===== config.mk =====
export PLATFORM = sky130hd
export DESIGN_NAME = lhdf_hash
export DESIGN_NICKNAME = d
export VERILOG_FILES = /design/src/rtl/core/lhdf_pkg.sv /design/src/rtl/core/lhdf_hash.sv
export SDC_FILE = /design/constraint.sdc
export NUM_CORES = 1
export LEC_CHECK = 0
export BUFFER_PORTS_ARGS = -buffer_cell sky130_fd_sc_hd__buf_4
export CAP_MARGIN = 20
export CELL_PAD_IN_SITES_DETAIL_PLACEMENT = 1
export CELL_PAD_IN_SITES_GLOBAL_PLACEMENT = 1
export CORE_ASPECT_RATIO = 0.7
export CORE_UTILIZATION = 28
export CTS_CLUSTER_DIAMETER = 120
export DETAILED_ROUTE_END_ITERATION = 6
export PLACE_DENSITY = 0.53
export SYNTH_ARGS = -nofsm -noshare
export SYNTH_HDL_FRONTEND = slang
export SYNTH_SLANG_ARGS = --single-unit

===== constraint.sdc =====
create_clock -name clk_i -period 14.8 [get_ports clk_i]
set_input_delay 1.48 -clock clk_i [delete_from_list [all_inputs] [get_ports clk_i]]
set_output_delay 1.48 -clock clk_i [all_outputs]
set_load 0.005 [all_outputs]

===== src/rtl/core/lhdf_pkg.sv =====
// ----------------------------------------------------------------------------
// lhdf_pkg
// Shared types and constants for the line hash duplicate filter.
// ----------------------------------------------------------------------------
package lhdf_pkg;

  // Field widths
  localparam int ByteW   = 8;
  localparam int HashW   = 23;
  localparam int WordW   = 32;
  localparam int BitIdxW = 5;                 // bit select inside one bitmap word
  localparam int IdxW    = HashW - BitIdxW;   // bitmap word index taken from a hash
  localparam int ProdW   = HashW + ByteW;     // hash times multiplier

  // Hash arithmetic
  localparam logic [HashW-1:0] HashModulus = 23'd8388593;
  localparam int               HashMult    = 199;
  // 2^HashW folded back modulo the hash modulus
  localparam int               FoldMult    = (1 << HashW) - 8388593;

  // Bitmap size default
  localparam int BitmapWordsDef = (1024 * 1024 * 8) / WordW;

  // Result queue
  localparam int OutFifoDepth = 4;
  localparam int OutCntW      = $clog2(OutFifoDepth + 1);

  typedef struct packed {
    logic [ByteW-1:0] text_byte;
    logic             end_of_line;
  } in_word_t;

  typedef struct packed {
    logic [HashW-1:0] line_hash;
    logic             first_seen;
  } out_word_t;

  // Lookup stage result toward the result queue
  typedef struct packed {
    logic      valid;
    out_word_t word;
  } seen_result_t;

endpackage


===== src/rtl/core/lhdf_hash.sv =====
// ----------------------------------------------------------------------------
// lhdf_hash
// Running polynomial line hash, one byte per cycle.
// ----------------------------------------------------------------------------
module lhdf_hash (
  input  logic                         clk_i,
  input  logic                         rst_ni,
  input  logic                         absorb_i,
  input  logic                         clear_i,
  input  logic [lhdf_pkg::ByteW-1:0]   byte_i,
  output logic [lhdf_pkg::HashW-1:0]   hash_o
);

  localparam int FoldW = lhdf_pkg::HashW + 1;

  logic [lhdf_pkg::HashW-1:0] hash_q, hash_d;
  logic [lhdf_pkg::ProdW-1:0] prod;
  logic [lhdf_pkg::WordW-1:0] sum;
  logic [FoldW-1:0]           fold;
  logic [FoldW-1:0]           diff;
  logic [lhdf_pkg::HashW-1:0] hash_next;

  // h*199 plus the sign-extended byte, wrapping at 32 bits
  assign prod = lhdf_pkg::ProdW'(hash_q) * lhdf_pkg::ProdW'(lhdf_pkg::HashMult);
  assign sum  = lhdf_pkg::WordW'(prod)
              + {{(lhdf_pkg::WordW - lhdf_pkg::ByteW){byte_i[lhdf_pkg::ByteW-1]}}, byte_i};

  // Fold the top bits back (2^23 = 15 mod m); result stays below 2m
  assign fold = {1'b0, sum[lhdf_pkg::HashW-1:0]}
              + FoldW'(sum[lhdf_pkg::WordW-1:lhdf_pkg::HashW]) * FoldW'(lhdf_pkg::FoldMult);
  assign diff = fold - {1'b0, lhdf_pkg::HashModulus};

  always_comb begin
    if (fold >= {1'b0, lhdf_pkg::HashModulus}) begin
      hash_next = diff[lhdf_pkg::HashW-1:0];
    end else begin
      hash_next = fold[lhdf_pkg::HashW-1:0];
    end
  end

  // Line end restarts from zero
  always_comb begin
    hash_d = hash_q;
    if (clear_i) begin
      hash_d = '0;
    end else if (absorb_i) begin
      hash_d = hash_next;
    end
  end

  always_ff @(posedge clk_i or negedge rst_ni) begin
    if (!rst_ni) begin
      hash_q <= '0;
    end else begin
      hash_q <= hash_d;
    end
  end

  assign hash_o = hash_q;

`ifndef NO_ASSERTIONS
  // Running hash stays a residue of the modulus
  a_hash_range: assert property (@(posedge clk_i) disable iff (!rst_ni)
    hash_q < lhdf_pkg::HashModulus)
    else $error("running hash out of range");
`endif

endmodule


==> flow_summary.json, run 1 <==
{
  "status": "finished, final reports clean",
  "max_slew_margin": 0.392,
  "utilization": 0.317,
  "synthSimpleGateAreaFrac": 0.108,
  "hold_start": "hash_o[2]",
  "path_max_fanout": 26,
  "num-nets-final": 1179,
  "syn_area_per_cell_sq_um": 8.63,
  "synth_top_cells_by_area": "fa_1 (27%), ha_1 (20%), inv_1 (12%), dfrtp_1 (7.3%), xnor2_1 (3.2%)",
  "crit_path_frequent_cell": "fa_1",
  "drc": 0,
  "dp_hpwl_um": 18300,
  "syn_nets": 1152,
  "cts_resized": 0,
  "max_stage_delay_ns": 0.79,
  "synth_top_cell_by_area": "fa_1",
  "drive_gt1_frac": 0.0650,
  "timing.max_cap.violations": 0,
  "finalInstanceArea_sq_mm": 0.00861,
  "grt_start_max_net_pins": 27,
  "gp_congestion": 0.831,
  "clockBufferDepth": 2,
  "synth-edff-count": 0,
  "grt_pass1_wl_um": 35000,
  "wl_um": 20600,
  "synthArstFlopShare": 1.00,
  "postPlaceCellArea_sq_mm": 0.00853,
  "diodes": 0,
  "synthToLayoutAreaGrowth_pct": 9.28,
  "synth_cell_types": 73,
  "reg2reg_from": "hash_o[9]",
  "rsz0062_at_grt": "no",
  "cts_tree": "done",
  "cts_made_buffers": 3,
  "ys_warn_count": 0,
  "io_pins": 35,
  "tightest_slew_ns": 0.905,
  "fp.dieH_um": 142,
  "startpoint_type": "input pin",
  "multi_input_area_sq_mm": 0.00623,
  "period_share": 0.833,
  "fin_crit_ns": 12.33,
  "path_clk_slew_ns": 0.06,
  "finalHoldWorstSlack_ns": 0.691,
  "htree_num_levels": 1,
  "vias": 5991,
  "largest_reg_flops": 23,
  "required_ns": 14.95,
  "coreArea_sq_mm": 0.0272,
  "cp-startpoint": "byte_i[7]",
  "antenna_found_initial": 0,
  "regArea_sq_um": 576,
  "initial_utilization": 0.290,
  "synthAdderAreaFrac": 0.465,
  "viasPerCell": 4.60,
  "setup.worst_path.class": "input pin to flip-flop",
  "end_kind": "flip-flop",
  "hp-class": "flip-flop to flip-flop",
  "grt_pass1_vias": 6381,
  "slowest_stage": "o41ai_1",
  "yosysSeqAreaShare": 0.0731,
  "dieArea_sq_mm": 0.0288,
  "synth_compound_area_frac": 0.156,
  "cts-hold-fix-buffers": 0,
  "port_buffers": 34,
  "synthXorXnorAreaFrac": 0.0588,
  "ys.flop_type": "dfrtp_1",
  "cts_root_buf": "clkbuf_16",
  "arrival_ns": 12.48,
  "syn_area_sq_mm": 0.00788,
  "syn_inst": 912,
  "drv_slew": 0,
  "drt-initial-drc-count": 200,
  "grt_usage": 0.153,
  "final.setup_skew_ns": 0.00235,
  "synth_top_family_by_area": "adder cells",
  "max_freq_mhz": 81.1,
  "grt_overflow": 0,
  "synthMuxAreaShare": 0.00381,
  "rows": 50,
  "finalHoldViolCount": 0,
  "tns_ns": 0,
  "clock_latency_ns": 0.26,
  "fillers": 3214,
  "synth_top_cell_area_share": 0.267,
  "ant_nets": 0,
  "post-cts-setup-buffer-count": 0,
  "synth-seq-cells": 23,
  "wire_per_inst_um": 15.8,
  "die_w_um": 202,
  "drt_pass1_iterations": 4,
  "clock_sinks": 23,
  "setup_violations": 0
}
==> per-stage QoR <==
step | setup slack (ns) | std cells
3_5_place_dp | 2.10 | 1298
3_3_place_gp | 2.27 | 1298
5_1_grt | 1.72 | 1302
2_1_floorplan | 4.17 | 912
6_report | 2.47 | 1302
4_1_cts | 2.36 | 1302
==> placed cells by master, fill, tap and decap left out, types with 4 or more instances in the layout <==
master | netlist | final
inv_1 | 262 | 262
ha_1 | 123 | 123
fa_1 | 105 | 105
nand2_1 | 40 | 40
buf_4 | 2 | 37
nor2_1 | 33 | 33
a21oi_1 | 29 | 29
xnor2_1 | 29 | 29
a21o_1 | 23 | 23
dfrtp_1 | 23 | 23
o21ai_0 | 22 | 22
nand3_1 | 22 | 22
xor2_1 | 22 | 22
a211o_1 | 11 | 11
nor3_1 | 10 | 10
and3_1 | 8 | 8
nor2b_1 | 7 | 7
nand2b_1 | 7 | 7
a31oi_1 | 7 | 7
nand4_1 | 7 | 7
o21a_1 | 6 | 6
a31o_2 | 6 | 6
a22o_1 | 6 | 6
o21bai_1 | 5 | 5
a211oi_1 | 5 | 5
and2_1 | 4 | 4
or2_2 | 4 | 4
o211ai_1 | 4 | 4
nor4_1 | 4 | 4
==> cell families (layout without fill, tap and decap cells) <==
logic type / after synthesis / in the layout
buf+inv: 277 / 303
fa+ha+maj: 230 / 230
simple gates: 164 / 164
compound gates: 163 / 163
xor+xnor: 52 / 52
flops: 23 / 23
mux: 3 / 3
==> worst max-delay path, delay by kind of cell <==
kind | cells | cell delay (ns)
compound gates | 15 | 4.42
fa+ha+maj | 9 | 3.77
simple gates | 3 | 1.24
xor+xnor | 2 | 0.81
buf+inv | 5 | 0.57
mux | 1 | 0.20
==> cell usage after synthesis (7+ instances only) <==
cell type  number
xnor2_1        29
nand2b_1        7
nand3_1        22
and3_1          8
xor2_1         22
nor3_1         10
nand4_1         7
a31oi_1         7
nand2_1        40
fa_1          105
o21ai_0        22
inv_1         262
nor2b_1         7
a21o_1         23
ha_1          123
dfrtp_1        23
nor2_1         33
a21oi_1        29
a211o_1        11
clkbuf_1        9
==> layout make-up <==
type | instances | share of cell area
Multi-Input combinational cell | 612 | 0.724
Timing Repair Buffer | 37 | 0.0323
Clock buffer | 4 | 0.00916
Inverter | 262 | 0.114
Tap cell | 364 | 0.0529
Sequential cell | 23 | 0.0669
==> final timing paths <==
kind                         endpoint  slack [ns]  depth (start not counted)
max                        hash_o[16]        2.47                         35
min                         hash_o[2]        0.69                          2
min reg2reg                 hash_o[2]        0.69                          2
max in group asynchronous  hash_o[14]       13.46                          1
max reg2reg                hash_o[16]        3.27                         36
min in group asynchronous   hash_o[1]        1.10                          1
==> routing by layer <==
metal,routed length (um),vias to the layer above,share of wire,GRT usage
met5,0,-,0,0
met4,98,0,0.0048,0.0190
met3,382,4,0.019,0.00252
met2,8290,37,0.40,0.224
met1,11800,2951,0.57,0.251
li1,-,2999,-,-
Power of run 1 is not shown: default switching activity piles up to over one toggle a cycle in this logic, so the estimate is an artifact.
==> run 2, diff against run 1 <==
clock period = 12.6 ns   (was 14.8 ns; I/O delays follow)
==> run 2 against run 1 <==
Net effect:
- final area is 0.19% higher
- count of clock-buffer cells in the layout is 1 lower
- critical path depth is 1 higher
- critical path type unchanged
- final cell count is 0.15% higher
- sequential cell count stayed put
- clock skew is 0.0051 ns higher
- sequential share of layout area hardly changed
- highest routed layer is now met5
- utilization is 0.060 points higher
- global-route usage is 0.091 points lower
- non-clock buffer count is 2 higher
==> flow_summary.json, run 2 (same netlist as run 1, synthesis figures left out) <==
{
  "tns_ns": 0,
  "wl_um": 20800,
  "r2r_end": "hash_o[20]",
  "wire_per_inst_um": 16.0,
  "ant_nets": 0,
  "end_kind": "flip-flop",
  "drc": 0,
  "vias": 6043,
  "tightest_slew_ns": 0.869,
  "path_max_fanout": 26,
  "gp_congestion": 0.783,
  "path_clk_slew_ns": 0.07,
  "cts_tree": "done",
  "startpoint_type": "input pin",
  "rsz0062_at_grt": "no",
  "viasPerCell": 4.63,
  "final.setup_skew_ns": 0.00744,
  "reg2reg_depth": 37,
  "hold_path_end": "hash_o[4]",
  "post-cts-setup-buffer-count": 0,
  "grt_overflow": 0,
  "coreArea_sq_mm": 0.0272,
  "layout_commonest_cell": "inv_1",
  "grt_pass1_wl_um": 34700,
  "max_stage_delay_ns": 0.56,
  "clock_sinks": 23,
  "max_freq_mhz": 86.1,
  "hp-class": "flip-flop to flip-flop",
  "port_buffers": 34,
  "drive_gt1_frac": 0.0681,
  "rows": 50,
  "initial_utilization": 0.290,
  "grt_pass1_vias": 6296,
  "drv_slew": 0,
  "timing.max_cap.violations": 0,
  "fin_crit_ns": 11.61,
  "cts_root_buf": "clkbuf_16",
  "dp_hpwl_um": 18400,
  "crit_path_frequent_cell": "fa_1",
  "clockBufferDepth": 2,
  "cts-hold-fix-buffers": 0,
  "regToRegSetupSlack_ns": 1.60,
  "required_ns": 12.75,
  "clock_latency_ns": 0.26,
  "htree_num_levels": 1,
  "synthToLayoutAreaGrowth_pct": 9.49,
  "reg2reg_from": "hash_o[6]",
  "drt_pass1_iterations": 4,
  "finalHoldViolCount": 0,
  "diodes": 0,
  "cts_made_buffers": 3,
  "grt_start_max_net_pins": 27,
  "cts_resized": 0,
  "antenna_found_initial": 1,
  "setup.worst_path.class": "input pin to flip-flop",
  "die_w_um": 202,
  "num-nets-final": 1181,
  "largest_reg_flops": 23,
  "slowest_stage": "a41o_2",
  "period_share": 0.921,
  "max_slew_margin": 0.419,
  "status": "finished, final reports clean",
  "setup_violations": 0,
  "grt_usage": 0.152,
  "hold_start": "hash_o[4]",
  "io_pins": 35,
  "drt-initial-drc-count": 244,
  "arrival_ns": 11.75,
  "dieArea_sq_mm": 0.0288,
  "mostFrequentLayoutCells": "inv_1 (262), ha_1 (123), fa_1 (105)",
  "fp.dieH_um": 142,
  "hold_depth": 2
}
-- run 2: changes by cell type in the layout (fill, tap and decap cells not counted) --
cell / previous run / this run
clkbuf_1: 1 / 0
clkinv_2: 0 / 1
buf_4: 37 / 39
-- run 2: cell type report --
type | instances | area [sq um]
fillers | 3263 | 18500
repair buffers | 39 | 293
inverters | 262 | 983
clock buffers | 3 | 75.1
flip-flops and latches | 23 | 576
clock inverters | 1 | 5.00
multi-input cells | 612 | 6230
well taps | 364 | 455
-- run 2: worst max path at each step --
stage,slack (ns),start,cells after the start,endpoint
detailed placement,0.59,byte_i[7],35,hash_o[21]
global placement,0.83,byte_i[7],36,hash_o[15]
global route,0.03,byte_i[7],35,hash_o[17]
CTS,0.92,byte_i[7],35,hash_o[21]
finish,0.99,byte_i[7],36,hash_o[20]
floorplan,2.19,byte_i[7],38,hash_o[12]
-- run 2: layer usage --
metal / track usage / up-vias / share of wire
met5: 0 / - / 0.00048
met4: 0.0194 / 2 / 0.0077
met3: 0.00916 / 14 / 0.028
met2: 0.224 / 61 / 0.40
met1: 0.244 / 2967 / 0.56
li1: - / 2999 / -
-- run 2: through the flow --
stage	cells	hold WS (ns)	instance area [sq um]	setup slack, ns	utilization
after global placement	1300	0.693	8540	0.833	0.315
after global routing	1304	0.731	8620	0.0258	0.318
final	1304	0.701	8620	0.991	0.318
after detailed placement	1300	0.697	8540	0.587	0.315
after CTS	1304	0.708	8620	0.918	0.318
after floorplan	912	0.566	7880	2.19	-
-- run 2: critical path, delay by kind of cell --
kind / cells / cell delay (ns)
AO/OA/AOI/OAI: 17 / 4.61
XOR/XNOR: 2 / 0.64
adder cells (fa/ha/maj): 9 / 3.94
buffers and inverters: 5 / 0.57
multiplexers: 1 / 0.17
AND/OR/NAND/NOR: 2 / 0.56
Power of run 2 is left out for the same reason.
==> run 3, diff against run 2 <==
SKIP_CTS_REPAIR_TIMING = 1   (was unset)
clock period = 11.9 ns   (was 12.6 ns; I/O delays follow)
==> run 3 against run 2 <==
Net effect:
- first-iteration DRC count fell by 3.3%
- critical path depth increased by 1
- register-to-register slack lost 0.29 ns
- sequential share of layout area shrank 0.058 points
- non-clock buffer count rose by 4
==> flow_summary.json, run 3 (same netlist as run 1, synthesis figures left out) <==
{
  "timing.max_cap.violations": 0,
  "r2r_end": "hash_o[1]",
  "required_ns": 12.04,
  "max_stage_delay_ns": 0.53,
  "dpl.cell_count": 1304,
  "diodes": 0,
  "initial_utilization": 0.290,
  "synthToLayoutAreaGrowth_pct": 10.4,
  "grt_overflow": 0,
  "cp-startpoint": "byte_i[7]",
  "viasPerCell": 4.62,
  "final.setup_skew_ns": 0.00137,
  "grt_pass1_wl_um": 35300,
  "max_freq_mhz": 90.7,
  "final_cells": 1308,
  "reg2reg_depth": 38,
  "crit_path_frequent_cell": "fa_1",
  "path_max_fanout": 20,
  "finalHoldViolCount": 0,
  "antenna_found_initial": 0,
  "fin_crit_ns": 11.02,
  "coreArea_sq_mm": 0.0272,
  "gp_congestion": 0.789,
  "die_w_um": 202,
  "drc": 0,
  "setup_violations": 0,
  "startpoint_type": "input pin",
  "grt_pass1_vias": 6510,
  "regToRegSetupSlack_ns": 1.31,
  "largest_reg_flops": 23,
  "ant_nets": 0,
  "path_clk_slew_ns": 0.06,
  "layout_commonest_cell": "inv_1",
  "cts_made_buffers": 3,
  "hold_start": "hash_o[4]",
  "dp_hpwl_um": 18500,
  "clock_latency_ns": 0.26,
  "dieArea_sq_mm": 0.0288,
  "hold_depth": 2,
  "num-nets-final": 1185,
  "period_share": 0.926,
  "hold_path_end": "hash_o[4]",
  "end_kind": "flip-flop",
  "setup.worst_path.class": "input pin to flip-flop",
  "htree_num_levels": 1,
  "drt_pass1_iterations": 4,
  "clock_sinks": 23,
  "fp.dieH_um": 142,
  "wl_um": 20900,
  "grt_usage": 0.154,
  "mostFrequentLayoutCells": "inv_1 (262), ha_1 (123), fa_1 (105)",
  "arrival_ns": 11.16,
  "port_buffers": 34,
  "status": "finished, final reports clean",
  "reg2reg_from": "hash_o[6]",
  "drive_gt1_frac": 0.0763,
  "rows": 50,
  "drt-initial-drc-count": 236,
  "slowest_stage": "fa_1",
  "tns_ns": 0,
  "cts_root_buf": "clkbuf_16",
  "hp-class": "flip-flop to flip-flop",
  "wire_per_inst_um": 16.0,
  "tightest_slew_ns": 0.880,
  "rsz0062_at_grt": "no",
  "vias": 6047,
  "io_pins": 35,
  "grt_start_max_net_pins": 24,
  "clockBufferDepth": 2,
  "drv_slew": 0,
  "cts_tree": "done",
  "max_slew_margin": 0.411
}
## run 3: cell count changes in the layout (fill, tap and decap cells not counted), moves of 2 or more
cell / previous run / this run
xor2_1: 22 / 20
xor2_2: 0 / 2
nor4_2: 0 / 2
nor4_1: 4 / 2
buf_4: 39 / 42
## run 3: per-stage QoR
step	hold slack [ns]	utilization	setup slack [ns]	instance area [sq um]
after floorplan	0.566	-	1.56	7880
after global placement	0.691	0.316	0.262	8570
after detailed placement	0.685	0.316	0.135	8570
after CTS	0.696	0.319	0.438	8650
after global routing	0.739	0.320	0.0687	8700
final	0.673	0.320	0.880	8700
## run 3: worst max-delay path by stage
stage,cells past startpoint,end
2_1_floorplan,38,hash_o[12]
3_3_place_gp,35,hash_o[17]
3_5_place_dp,35,hash_o[21]
4_1_cts,35,hash_o[17]
5_1_grt,35,hash_o[17]
6_report,37,hash_o[1]
## run 3: area by class of cell
| class | count | area [sq um] |
|---|---|---|
| Clock buffer | 4 | 78.8 |
| Sequential cell | 23 | 576 |
| Timing Repair Buffer | 43 | 327 |
| Multi-Input combinational cell | 612 | 6280 |
| Tap cell | 364 | 455 |
| Inverter | 262 | 983 |
| Fill cell | 3254 | 18500 |
## run 3: layer usage
| metal | global-route usage | up-vias | part of all wire |
|---|---|---|---|
| met3 | 0.00366 | 4 | 0.016 |
| met1 | 0.250 | 2997 | 0.57 |
| met4 | 0.0190 | 0 | 0.0042 |
| li1 | - | 3009 | - |
| met5 | 0 | - | 0 |
| met2 | 0.227 | 37 | 0.41 |
## run 3: worst max-delay path: cells and delay by family
kind,cells,cell delay (ns)
AOI/OAI and AO/OA,16,3.96
xor gates and xnor gates,2,0.51
adders and majority gates,9,3.85
buffers and inverters,6,0.64
muxes,2,0.38
and+or+nand+nor,2,0.57
Power of run 3 is left out for the same reason.
