## config.mk

```make
export PLATFORM = sky130hd
export DESIGN_NAME = lhdf_ofifo
export DESIGN_NICKNAME = d
export VERILOG_FILES = /design/src/rtl/core/lhdf_pkg.sv /design/src/rtl/core/lhdf_ofifo.sv
export SDC_FILE = /design/constraint.sdc
export NUM_CORES = 1
export LEC_CHECK = 0
export BUFFER_PORTS_ARGS = -buffer_cell sky130_fd_sc_hd__buf_2
export CAP_MARGIN = 20
export CORE_UTILIZATION = 42
export DETAILED_ROUTE_END_ITERATION = 10
export PLACE_DENSITY_LB_ADDON = 0.15
export SETUP_SLACK_MARGIN = 0.5
export SLEW_MARGIN = 20
export SYNTH_ARGS = -nofsm -noshare
export SYNTH_HDL_FRONTEND = slang
export SYNTH_SLANG_ARGS = --single-unit
```

## constraint.sdc

```tcl
create_clock -name clk_i -period 1.8 [get_ports clk_i]
set_input_delay 0.27 -clock clk_i [delete_from_list [all_inputs] [get_ports clk_i]]
set_output_delay 0.27 -clock clk_i [all_outputs]
set_load 0.005 [all_outputs]
```

## src/rtl/core/lhdf_pkg.sv

```systemverilog
// ----------------------------------------------------------------------------
// lhdf_pkg
// Shared types and constants for the line hash duplicate filter.
// ----------------------------------------------------------------------------
package lhdf_pkg;

  // Field widths
  localparam int ByteW   = 8;
  localparam int HashW   = 23;
  localparam int WordW   = 32;
  localparam int BitIdxW = 5;                 // bit select inside one bitmap word
  localparam int IdxW    = HashW - BitIdxW;   // bitmap word index taken from a hash
  localparam int ProdW   = HashW + ByteW;     // hash times multiplier

  // Hash arithmetic
  localparam logic [HashW-1:0] HashModulus = 23'd8388593;
  localparam int               HashMult    = 199;
  // 2^HashW folded back modulo the hash modulus
  localparam int               FoldMult    = (1 << HashW) - 8388593;

  // Bitmap size default
  localparam int BitmapWordsDef = (1024 * 1024 * 8) / WordW;

  // Result queue
  localparam int OutFifoDepth = 4;
  localparam int OutCntW      = $clog2(OutFifoDepth + 1);

  typedef struct packed {
    logic [ByteW-1:0] text_byte;
    logic             end_of_line;
  } in_word_t;

  typedef struct packed {
    logic [HashW-1:0] line_hash;
    logic             first_seen;
  } out_word_t;

  // Lookup stage result toward the result queue
  typedef struct packed {
    logic      valid;
    out_word_t word;
  } seen_result_t;

endpackage

```

## src/rtl/core/lhdf_ofifo.sv

```systemverilog
// ----------------------------------------------------------------------------
// lhdf_ofifo
// Small result queue between the lookup stage and the output channel.
// ----------------------------------------------------------------------------
module lhdf_ofifo (
  input  logic                          clk_i,
  input  logic                          rst_ni,
  input  logic                          push_i,
  input  lhdf_pkg::out_word_t           push_word_i,
  output logic                          out_valid_o,
  input  logic                          out_stall_i,
  output lhdf_pkg::out_word_t           out_word_o,
  output logic [lhdf_pkg::OutCntW-1:0]  count_o
);

  localparam int Depth = lhdf_pkg::OutFifoDepth;
  localparam int PtrW  = $clog2(Depth);

  lhdf_pkg::out_word_t          entry_q [Depth];
  logic [PtrW-1:0]              wr_ptr_q, wr_ptr_d;
  logic [PtrW-1:0]              rd_ptr_q, rd_ptr_d;
  logic [lhdf_pkg::OutCntW-1:0] count_q, count_d;
  logic                         pop;

  assign pop = out_valid_o && !out_stall_i;

  // Pointer and fill count
  always_comb begin
    wr_ptr_d = wr_ptr_q;
    rd_ptr_d = rd_ptr_q;
    count_d  = count_q;
    if (push_i) begin
      wr_ptr_d = wr_ptr_q + 1'b1;
    end
    if (pop) begin
      rd_ptr_d = rd_ptr_q + 1'b1;
    end
    if (push_i && !pop) begin
      count_d = count_q + 1'b1;
    end else if (pop && !push_i) begin
      count_d = count_q - 1'b1;
    end
  end

  always_ff @(posedge clk_i or negedge rst_ni) begin
    if (!rst_ni) begin
      wr_ptr_q <= '0;
      rd_ptr_q <= '0;
      count_q  <= '0;
    end else begin
      wr_ptr_q <= wr_ptr_d;
      rd_ptr_q <= rd_ptr_d;
      count_q  <= count_d;
    end
  end

  always_ff @(posedge clk_i) begin
    if (push_i) begin
      entry_q[wr_ptr_q] <= push_word_i;
    end
  end

  assign out_valid_o = count_q != '0;
  assign out_word_o  = entry_q[rd_ptr_q];
  assign count_o     = count_q;

`ifndef NO_ASSERTIONS
  // Upstream credit check keeps the queue from overflowing
  a_no_overflow: assert property (@(posedge clk_i) disable iff (!rst_ni)
    push_i |-> (count_q != lhdf_pkg::OutCntW'(Depth)) || pop)
    else $error("result queue overflow");
`endif

endmodule

```

==> impl_metrics.env, run 1 <==
export IMPL_outcome="finished, violations left"
export IMPL_violations="design-rule violations, negative setup slack"
export IMPL_avgViaCountPerCell=5.344
export IMPL_endpoint_kind="output pin"
export IMPL_hp_start="push_word_i[17]"
export IMPL_wl_per_cell_um=21.15
export IMPL_synth_seq_area_share=0.7831
export IMPL_layout_drive_gt1_share=0.5437
export IMPL_drv_cap=0
export IMPL_avgSynthCellArea_um2=24.41
export IMPL_final_min_clock_period_ns=1.897
export IMPL_core_area_um2=8848
export IMPL_hold_end="entry_q[3][17]"
export IMPL_placementRows=34
export IMPL_grt_usage=0.1662
export IMPL_fin_skew_ns=0.007516
export IMPL_reg2reg_from="count_o[0]"
export IMPL_syn_inst=160
export IMPL_synth_top_cell_area_share=0.7382
export IMPL_hold_viol_final=0
export IMPL_ir_drop_uv=867.2
export IMPL_area_growth_pct=23.52
export IMPL_ant_nets=0
export IMPL_start_util=0.4413
export IMPL_grt_max_degree=18
export IMPL_final_setup_tns_ns=-1.606
export IMPL_slew_viol_final=0
export IMPL_holdCritPathClass="input pin to flip-flop"
export IMPL_gp_congestion=0.7499
export IMPL_critPathLaunchType="flip-flop"
export IMPL_clock_path_buffers=2
export IMPL_pin_count=56
export IMPL_stdcell_count=360
export IMPL_die_area_um2=9687
export IMPL_io_buffers=55
export IMPL_rr_worst_depth=8
export IMPL_clk_pin_slew_ns=0.09
export IMPL_fin_hold_ws_ns=0.1325
export IMPL_synth_fp_nets=194
export IMPL_final_setup_viol_count=25
export IMPL_leakage_uw=0.001717
export IMPL_num_nets_final=283
export IMPL_synth_seq_cells=103
export IMPL_crit_fanout=16
export IMPL_arrival_ns=1.63
export IMPL_cts_buffers=9
export IMPL_antenna_cells=0
export IMPL_cts_root_buf="clkbuf_8"
export IMPL_worst_slew_pin_slew_ns=0.4415
export IMPL_critPathKind="flip-flop to output pin"
export IMPL_synth_distinct_cells=20
export IMPL_cts_max_level=3
export IMPL_grt_ovfl_total=0
export IMPL_grt_antenna_before_repair=0
export IMPL_finalWorstSetupSlack_ns=-0.09663
export IMPL_cp_required_ns=1.53
export IMPL_grt_pass1_vias=2167
export IMPL_die_w_um=98.43
export IMPL_ys_top_cells_by_area="edfxtp_1, mux4_2, dfrtp_1, mux4_1, ha_1"
export IMPL_final_period_utilization=1.054
export IMPL_rrSetupSlack_ns=-0.04
export IMPL_worstSetupStartpoint="rd_ptr_q[0]"
export IMPL_clk_latency_ns=0.35
export IMPL_cts_sinks=103
export IMPL_netlist_area_um2=3905
export IMPL_p_total_uw=7457
export IMPL_cts_tree="done"
export IMPL_r2r_end="count_o[2]"
export IMPL_synth_top_cell_by_area="edfxtp_1"
export IMPL_wirelength_mm=7.614
export IMPL_grt_pass1_wl_mm=11.66
export IMPL_drc_errors=4
export IMPL_power_density_nw_per_um2=1546
export IMPL_vias=1924
export IMPL_rsz0062_at_grt="yes"
export IMPL_drt_initial_drc_count=108
export IMPL_maxSlewHeadroom=0.7057
export IMPL_place_ws_ns=-0.07752
export IMPL_die_h_um=98.43
export IMPL_post_dp_hpwl_mm=4.184
export IMPL_dr_pass1_iters=9
export IMPL_ys_warn_count=0
export IMPL_place_inst=324
export IMPL_hold_depth=1
export IMPL_fmax_mhz=527.3
==> kinds of logic after synthesis <==
| kind of cell | after synthesis | share of synthesized area |
|---|---|---|
| mux | 25 | 0.1471 |
| compound gates | 1 | 0.001280 |
| simple gates | 9 | 0.01313 |
| flops | 103 | 0.7831 |
| fa+ha+maj | 6 | 0.02115 |
| xor+xnor | 6 | 0.01346 |
| buf+inv | 10 | 0.02082 |
==> area by class of cell <==
type                            instances  area [um^2]
Clock buffer                            9        123.9
Clock inverter                          5        58.81
Fill cell                             706         4025
Inverter                                4        20.02
Multi-Input combinational cell         59        949.7
Sequential cell                       103         3063
Tap cell                              108        135.1
Timing Repair Buffer                   72        473.0
==> critical path, stage by stage (launching register included) <==
cell and delay [ns]:
dfrtp_2 0.41, buf_12 0.19, mux4_2 0.53, buf_2 0.15
==> flip-flops by register name (all words and copies together), names as in the netlist <==
name and count:
rd_ptr_q 2, entry_q 96, count_o 3, wr_ptr_q 2
==> how the worst max path moves through the flow <==
stage,cells after the start,endpoint,slack (ns)
CTS,3,out_word_o[14],-0.14
floorplan,8,count_o[2],0.04
global route,3,out_word_o[21],-0.16
finish,3,out_word_o[5],-0.1
detailed placement,8,count_o[2],-0.08
global placement,8,count_o[2],0.06
==> synthesized netlist by cell type <==
cell type / instances
edfxtp_1: 96
xor2_1: 4
buf_2: 3
nor3b_1: 1
mux4_2: 18
or2_2: 1
buf_12: 2
buf_6: 1
mux2_2: 1
nor3_1: 1
inv_1: 4
ha_1: 5
mux4_1: 6
o21ai_0: 1
fa_1: 1
nand2_1: 1
and2_1: 4
xnor2_1: 2
nor2_1: 1
dfrtp_1: 7
==> routing by layer <==
metal	GRT usage	wire length [um]	up-vias
li1	-	-	845
met1	0.2055	3269	1016
met2	0.2909	3959	55
met3	0.03121	297	8
met4	0.06659	88	0
met5	0	0	-
==> cells in the final DEF (no fill, tap or decap), types with 4 or more instances in the layout <==
cell type,n
mux4_1,5
xor2_1,4
buf_6,10
clkbuf_8,9
ha_4,4
mux4_2,19
edfxtp_1,96
buf_2,51
dfrtp_2,4
buf_4,8
and2_4,16
==> power breakdown <==
group          switching, uW  total [uW]  internal (uW)
Clock                    735        1360            630
Combinational           1250        2760           1520
Sequential               175        3330           3160
Total                   2150        7460           5300
==> what timing repair did <==
| item | in CTS | in global routing |
|---|---|---|
| hold endpoints to repair | 7 | 0 |
| setup endpoints to repair | 125 | 84 |
| gates cloned | 9 | 3 |
| hold buffers | 1 | 0 |
| gates resized for setup | 27 | 15 |
| setup buffers | 6 | 3 |
| pin swaps | 6 | 2 |
==> metrics by stage <==
stage	util	area (um^2)
final	0.5451	4823
after global routing	0.5451	4823
after CTS	0.5341	4726
after detailed placement	0.4914	4348
after global placement	0.4914	4348
after floorplan	-	3938
No activity file was read; power rests on OpenSTA's default activity.
==> run 2: changes to the inputs <==
--- a/config.mk
+++ b/config.mk
@@ -10,6 +10,7 @@
 export CORE_UTILIZATION = 42
 export DETAILED_ROUTE_END_ITERATION = 10
 export PLACE_DENSITY_LB_ADDON = 0.15
+export RECOVER_POWER = 100
 export SETUP_SLACK_MARGIN = 0.5
 export SLEW_MARGIN = 20
 export SYNTH_ARGS = -nofsm -noshare
==> run 2 against run 1 <==
  * The run ends with negative setup slack left
  * Global-route usage stayed put
  * Count of clock-buffer cells in the layout is the same
  * Sequential share of layout area increased by 1.9 points
  * Cell area down 2.9%
  * Combinational power decreased by 9.1%
  * Sequential cell count did not move
  * Register-to-register slack barely moved
  * Sequential power about the same
  * First-iteration DRC count grew 6.5%
  * Utilization fell by 1.6 points
  * Setup slack better by 0.0040 ns
  * Worst hold slack gained 0.045 ns
==> impl_metrics.env, run 2 (synthesis gave the netlist of run 1 again) <==
export IMPL_clk_pin_slew_ns=0.09
export IMPL_holdCritPathClass="input pin to flip-flop"
export IMPL_avgViaCountPerCell=5.294
export IMPL_start_util=0.4413
export IMPL_placementRows=34
export IMPL_pin_count=56
export IMPL_r2r_end="count_o[2]"
export IMPL_mostFrequentLayoutCells="edfxtp_1, clkbuf_1, buf_2"
export IMPL_cts_buffers=9
export IMPL_fin_skew_ns=0.008953
export IMPL_final_setup_tns_ns=-1.571
export IMPL_layout_drive_gt1_share=0.3373
export IMPL_layout_commonest_cell="edfxtp_1"
export IMPL_place_ws_ns=-0.07752
export IMPL_slew_viol_final=0
export IMPL_fmax_mhz=528.4
export IMPL_hold_end="entry_q[1][22]"
export IMPL_grt_ovfl_total=0
export IMPL_power_density_nw_per_um2=1535
export IMPL_final_min_clock_period_ns=1.893
export IMPL_ant_nets=0
export IMPL_num_nets_final=283
export IMPL_grt_antenna_before_repair=0
export IMPL_rr_worst_depth=8
export IMPL_area_growth_pct=19.96
export IMPL_crit_fanout=16
export IMPL_critPathKind="flip-flop to output pin"
export IMPL_final_setup_viol_count=25
export IMPL_cts_tree="done"
export IMPL_cts_root_buf="clkbuf_8"
export IMPL_final_area_um2=4684
export IMPL_core_area_um2=8848
export IMPL_vias=1906
export IMPL_arrival_ns=1.62
export IMPL_grt_pass1_wl_mm=11.66
export IMPL_drc_errors=0
export IMPL_grt_max_degree=18
export IMPL_drv_cap=0
export IMPL_hp_start="push_word_i[22]"
export IMPL_gp_congestion=0.7499
export IMPL_clock_path_buffers=2
export IMPL_grt_pass1_vias=2167
export IMPL_die_w_um=98.43
export IMPL_outcome="finished, violations left"
export IMPL_ir_drop_uv=790.3
export IMPL_wl_per_cell_um=21.10
export IMPL_die_area_um2=9687
export IMPL_final_period_utilization=1.051
export IMPL_rrSetupSlack_ns=-0.03
export IMPL_reg2reg_from="count_o[0]"
export IMPL_maxSlewHeadroom=0.5900
export IMPL_die_h_um=98.43
export IMPL_violations="negative setup slack"
export IMPL_dr_pass1_iters=6
export IMPL_cts_max_level=3
export IMPL_io_buffers=55
export IMPL_largest_reg_flops=96
export IMPL_placed_cell_area_um2=4348
export IMPL_post_dp_hpwl_mm=4.184
export IMPL_drt_initial_drc_count=115
export IMPL_regMostFlops="entry_q"
export IMPL_leakage_uw=0.001596
export IMPL_rsz0062_at_grt="yes"
export IMPL_cp_required_ns=1.53
export IMPL_clk_latency_ns=0.35
export IMPL_hold_viol_final=0
export IMPL_fin_hold_ws_ns=0.1774
export IMPL_antenna_cells=0
export IMPL_finalWorstSetupSlack_ns=-0.09266
export IMPL_p_total_uw=7191
export IMPL_critPathLaunchType="flip-flop"
export IMPL_wirelength_mm=7.596
export IMPL_hold_depth=1
export IMPL_endpoint_kind="output pin"
export IMPL_cts_sinks=103
export IMPL_worst_slew_pin_slew_ns=0.6147
export IMPL_grt_usage=0.1662
[run 2: cell types whose count changed in the layout (fill, tap and decap cells not counted), sizes merged]
cell / change
buf: -32
clkbuf: +31
clkdlybuf4s25: +1
[run 2: power by group]
group | leakage, uW | internal, uW | total, uW | switching [uW]
clock network | 0.0000876 | 630 | 1370 | 739
registers | 0.000961 | 3160 | 3320 | 156
logic | 0.000547 | 1310 | 2510 | 1200
[run 2: layer usage]
metal  global-route usage  vias up  part of all wire
li1                     -      844                 -
met1               0.2055     1007              0.43
met2               0.2909       47              0.52
met3              0.03121        8             0.033
met4              0.06659        0             0.011
met5                    0        -                 0
[run 2: through the flow]
stage | std cells | utilization
final | 360 | 0.5294
after global routing | 360 | 0.5294
after CTS | 354 | 0.5341
after detailed placement | 324 | 0.4914
after global placement | 324 | 0.4914
after floorplan | 160 | -
[run 2: final cells by class]
cell class              count  area [um^2]
fillers                   739         4164
well taps                 108        135.1
clock buffers               9        123.9
multi-input cells          59        869.6
inverters                   4        17.52
flip-flops and latches    103         3062
clock inverters             5        58.81
repair buffers             72        417.9
[run 2: timing repair]
| action | in CTS | in global routing |
|---|---|---|
| endpoints found under the hold margin | 7 | 0 |
| setup endpoints to repair | 125 | 84 |
| resized for setup | 27 | 15 |
| gates cloned | 9 | 3 |
| hold buffers | 1 | 0 |
| setup buffers | 6 | 3 |
| pin swaps | 6 | 2 |
[run 2: worst max-delay path, cell delays in order, from the launching register on]
cell and delay (ns):
dfrtp_2 0.41, buf_12 0.19, mux4_2 0.53, buf_2 0.15
[run 2: worst max-delay path by stage]
stage / startpoint / endpoint / slack [ns] / depth (start not counted)
after floorplan: count_o[1] / count_o[2] / 0.04 / 8
after global placement: count_o[2] / count_o[2] / 0.06 / 8
after CTS: rd_ptr_q[0] / out_word_o[14] / -0.14 / 3
after detailed placement: count_o[2] / count_o[2] / -0.08 / 8
final: rd_ptr_q[0] / out_word_o[5] / -0.09 / 3
after global routing: rd_ptr_q[0] / out_word_o[21] / -0.16 / 3
==> run 3: changes to the inputs <==
--- a/config.mk
+++ b/config.mk
@@ -9,7 +9,7 @@
 export CAP_MARGIN = 20
 export CORE_UTILIZATION = 42
 export DETAILED_ROUTE_END_ITERATION = 10
-export PLACE_DENSITY_LB_ADDON = 0.15
+export PLACE_DENSITY_LB_ADDON = 0.1
 export RECOVER_POWER = 100
 export SETUP_SLACK_MARGIN = 0.5
 export SLEW_MARGIN = 20
==> run 3 against run 2 <==
  * The flow still finishes with violations (negative setup slack)
  * Non-clock buffer count grew 1
  * Total power shrank 2.8%
  * Sequential share of layout area grew 0.62 points
  * Register-to-register slack gained 0.05 ns
  * Global-route usage shrank 0.81 points
==> impl_metrics.env, run 3 (synthesis gave the netlist of run 1 again) <==
export IMPL_p_comb_frac=0.342
export IMPL_ant_nets=0
export IMPL_worst_slew_pin_slew_ns=0.7356
export IMPL_hold_viol_final=0
export IMPL_wl_per_cell_um=19.78
export IMPL_clk_latency_ns=0.35
export IMPL_slew_viol_final=0
export IMPL_seqPwrFrac=0.476
export IMPL_cp_required_ns=1.53
export IMPL_wirelength_mm=7.081
export IMPL_die_area_um2=9687
export IMPL_violations="negative setup slack"
export IMPL_area_growth_pct=18.84
export IMPL_final_period_utilization=1.082
export IMPL_final_core_util=0.5245
export IMPL_worstPathCellList="buf_4 > mux4_1 > buf_2"
export IMPL_setup_worst_path_end="out_word_o[16]"
export IMPL_power_density_nw_per_um2=1506
export IMPL_final_setup_tns_ns=-2.564
export IMPL_cts_tree="done"
export IMPL_placementRows=34
export IMPL_clock_path_buffers=2
export IMPL_largest_reg_flops=96
export IMPL_rr_worst_depth=6
export IMPL_drt_initial_drc_count=98
export IMPL_die_w_um=98.43
export IMPL_grt_antenna_before_repair=0
export IMPL_pin_count=56
export IMPL_cts_sinks=103
export IMPL_vias=1855
export IMPL_placed_cell_area_um2=4355
export IMPL_fillers=755
export IMPL_holdCritPathClass="input pin to flip-flop"
export IMPL_outcome="finished, violations left"
export IMPL_worstSetupStartpoint="rd_ptr_q[0]"
export IMPL_cts_max_level=3
export IMPL_cts_root_buf="clkbuf_8"
export IMPL_worst_path_buf_inv=2
export IMPL_start_util=0.4413
export IMPL_drc_errors=0
export IMPL_reg2reg_from="count_o[0]"
export IMPL_fmax_mhz=513.3
export IMPL_critPathLaunchType="flip-flop"
export IMPL_regMostFlops="entry_q"
export IMPL_grt_pass1_wl_mm=11.10
export IMPL_leakage_uw=0.001585
export IMPL_timing_critical_path_slowest_cell_delay_ns=0.55
export IMPL_layout_drive_gt1_share=0.3520
export IMPL_cp_depth=3
export IMPL_power_share_clock=0.182
export IMPL_grt_pass1_vias=2027
export IMPL_layout_commonest_cell="edfxtp_1"
export IMPL_power_switching_uw=2041
export IMPL_final_min_clock_period_ns=1.948
export IMPL_final_setup_viol_count=24
export IMPL_mostFrequentLayoutCells="edfxtp_1, clkbuf_1, buf_2"
export IMPL_die_h_um=98.43
export IMPL_p_sw_frac=0.2921
export IMPL_cpLargestDelayFamily="multiplexers"
export IMPL_core_area_um2=8848
export IMPL_gp_congestion=0.7481
export IMPL_maxSlewHeadroom=0.5096
export IMPL_grt_max_degree=18
export IMPL_fin_skew_ns=0.007362
export IMPL_antenna_cells=0
export IMPL_cts_buffers=9
export IMPL_drv_cap=0
export IMPL_p_total_uw=6989
export IMPL_finalWorstSetupSlack_ns=-0.1480
export IMPL_final_area_um2=4641
export IMPL_dr_pass1_iters=8
export IMPL_critPathKind="flip-flop to output pin"
export IMPL_crit_path_top_delay_cell="mux4_1"
export IMPL_grt_usage=0.1581
export IMPL_clk_pin_slew_ns=0.09
export IMPL_io_buffers=55
export IMPL_grt_ovfl_total=0
export IMPL_intPower_uw=4947
export IMPL_avgViaCountPerCell=5.182
export IMPL_num_nets_final=279
export IMPL_arrival_ns=1.68
export IMPL_ir_drop_uv=817.5
export IMPL_crit_fanout=5
export IMPL_endpoint_kind="output pin"
export IMPL_rrSetupSlack_ns=0.02
export IMPL_fin_hold_ws_ns=0.1714
export IMPL_rsz0062_at_grt="yes"
export IMPL_r2r_end="count_o[1]"
==> run 3: cell types whose count changed in the layout (fill, tap and decap cells not counted), moves of 2 or more <==
cell	change
and2_2	+2
buf_4	+5
and2_1	+2
clkbuf_4	-3
clkbuf_1	+2
and2_0	-9
==> run 3: worst min path at each step <==
stage                           to  cells past startpoint  slack (ns)             from
finish              entry_q[2][18]                      1        0.17  push_word_i[18]
global route        entry_q[1][22]                      1        0.16  push_word_i[22]
CTS                  entry_q[3][3]                      1        0.11   push_word_i[3]
detailed placement      count_o[2]                      1        0.12           rst_ni
global placement        count_o[2]                      1        0.11           rst_ni
floorplan               count_o[0]                      0       -0.03           rst_ni
==> run 3: worst register-to-register path, cell delays in order (launching register included) <==
cell and delay [ns]:
dfrtp_2 0.44, nor3_4 0.21, or2_4 0.16, ha_4 0.12
inv_2 0.04, fa_2 0.44, mux2_4 0.28
==> run 3: layout make-up <==
cell class | count | area, um^2 | share of cell area
clock buffers | 10 | 127.6 | 0.02750
clock inverters | 6 | 46.29 | 0.009976
inverters | 4 | 15.01 | 0.003235
multi-input cells | 54 | 849.6 | 0.1831
flip-flops and latches | 103 | 3062 | 0.6597
well taps | 108 | 135.1 | 0.02912
repair buffers | 73 | 405.4 | 0.08736
==> run 3: power groups by stage <==
stage | Sequential, uW | Clock (uW) | Combinational, uW
2_1_floorplan | 3320 | 0 | 1430
3_3_place_gp | 3350 | 0 | 2100
3_5_place_dp | 3390 | 0 | 2170
4_1_cts | 3350 | 1320 | 2470
5_1_grt | 3380 | 1400 | 2610
6_report | 3330 | 1270 | 2390
==> run 3: what timing repair did <==
item	in CTS	in global routing
hold endpoints to repair	7	0
hold buffers	1	0
cloned	5	2
buffers inserted	6	3
resized for setup	20	8
setup endpoints to repair	125	78
pin swaps	5	0
==> run 3: metrics by stage <==
step | setup WS [ns] | std cells
6_report | -0.1480 | 358
2_1_floorplan | 0.04287 | 160
5_1_grt | -0.2062 | 358
3_5_place_dp | -0.03468 | 325
3_3_place_gp | 0.05688 | 325
4_1_cts | -0.1687 | 353
==> run 3: layer usage <==
layer | wire [um] | GRT usage | vias to the layer above
met5 | 0 | 0 | -
met4 | 95 | 0.06200 | 0
met3 | 268 | 0.03121 | 8
met2 | 3661 | 0.2698 | 50
met1 | 3054 | 0.2014 | 953
li1 | - | - | 844
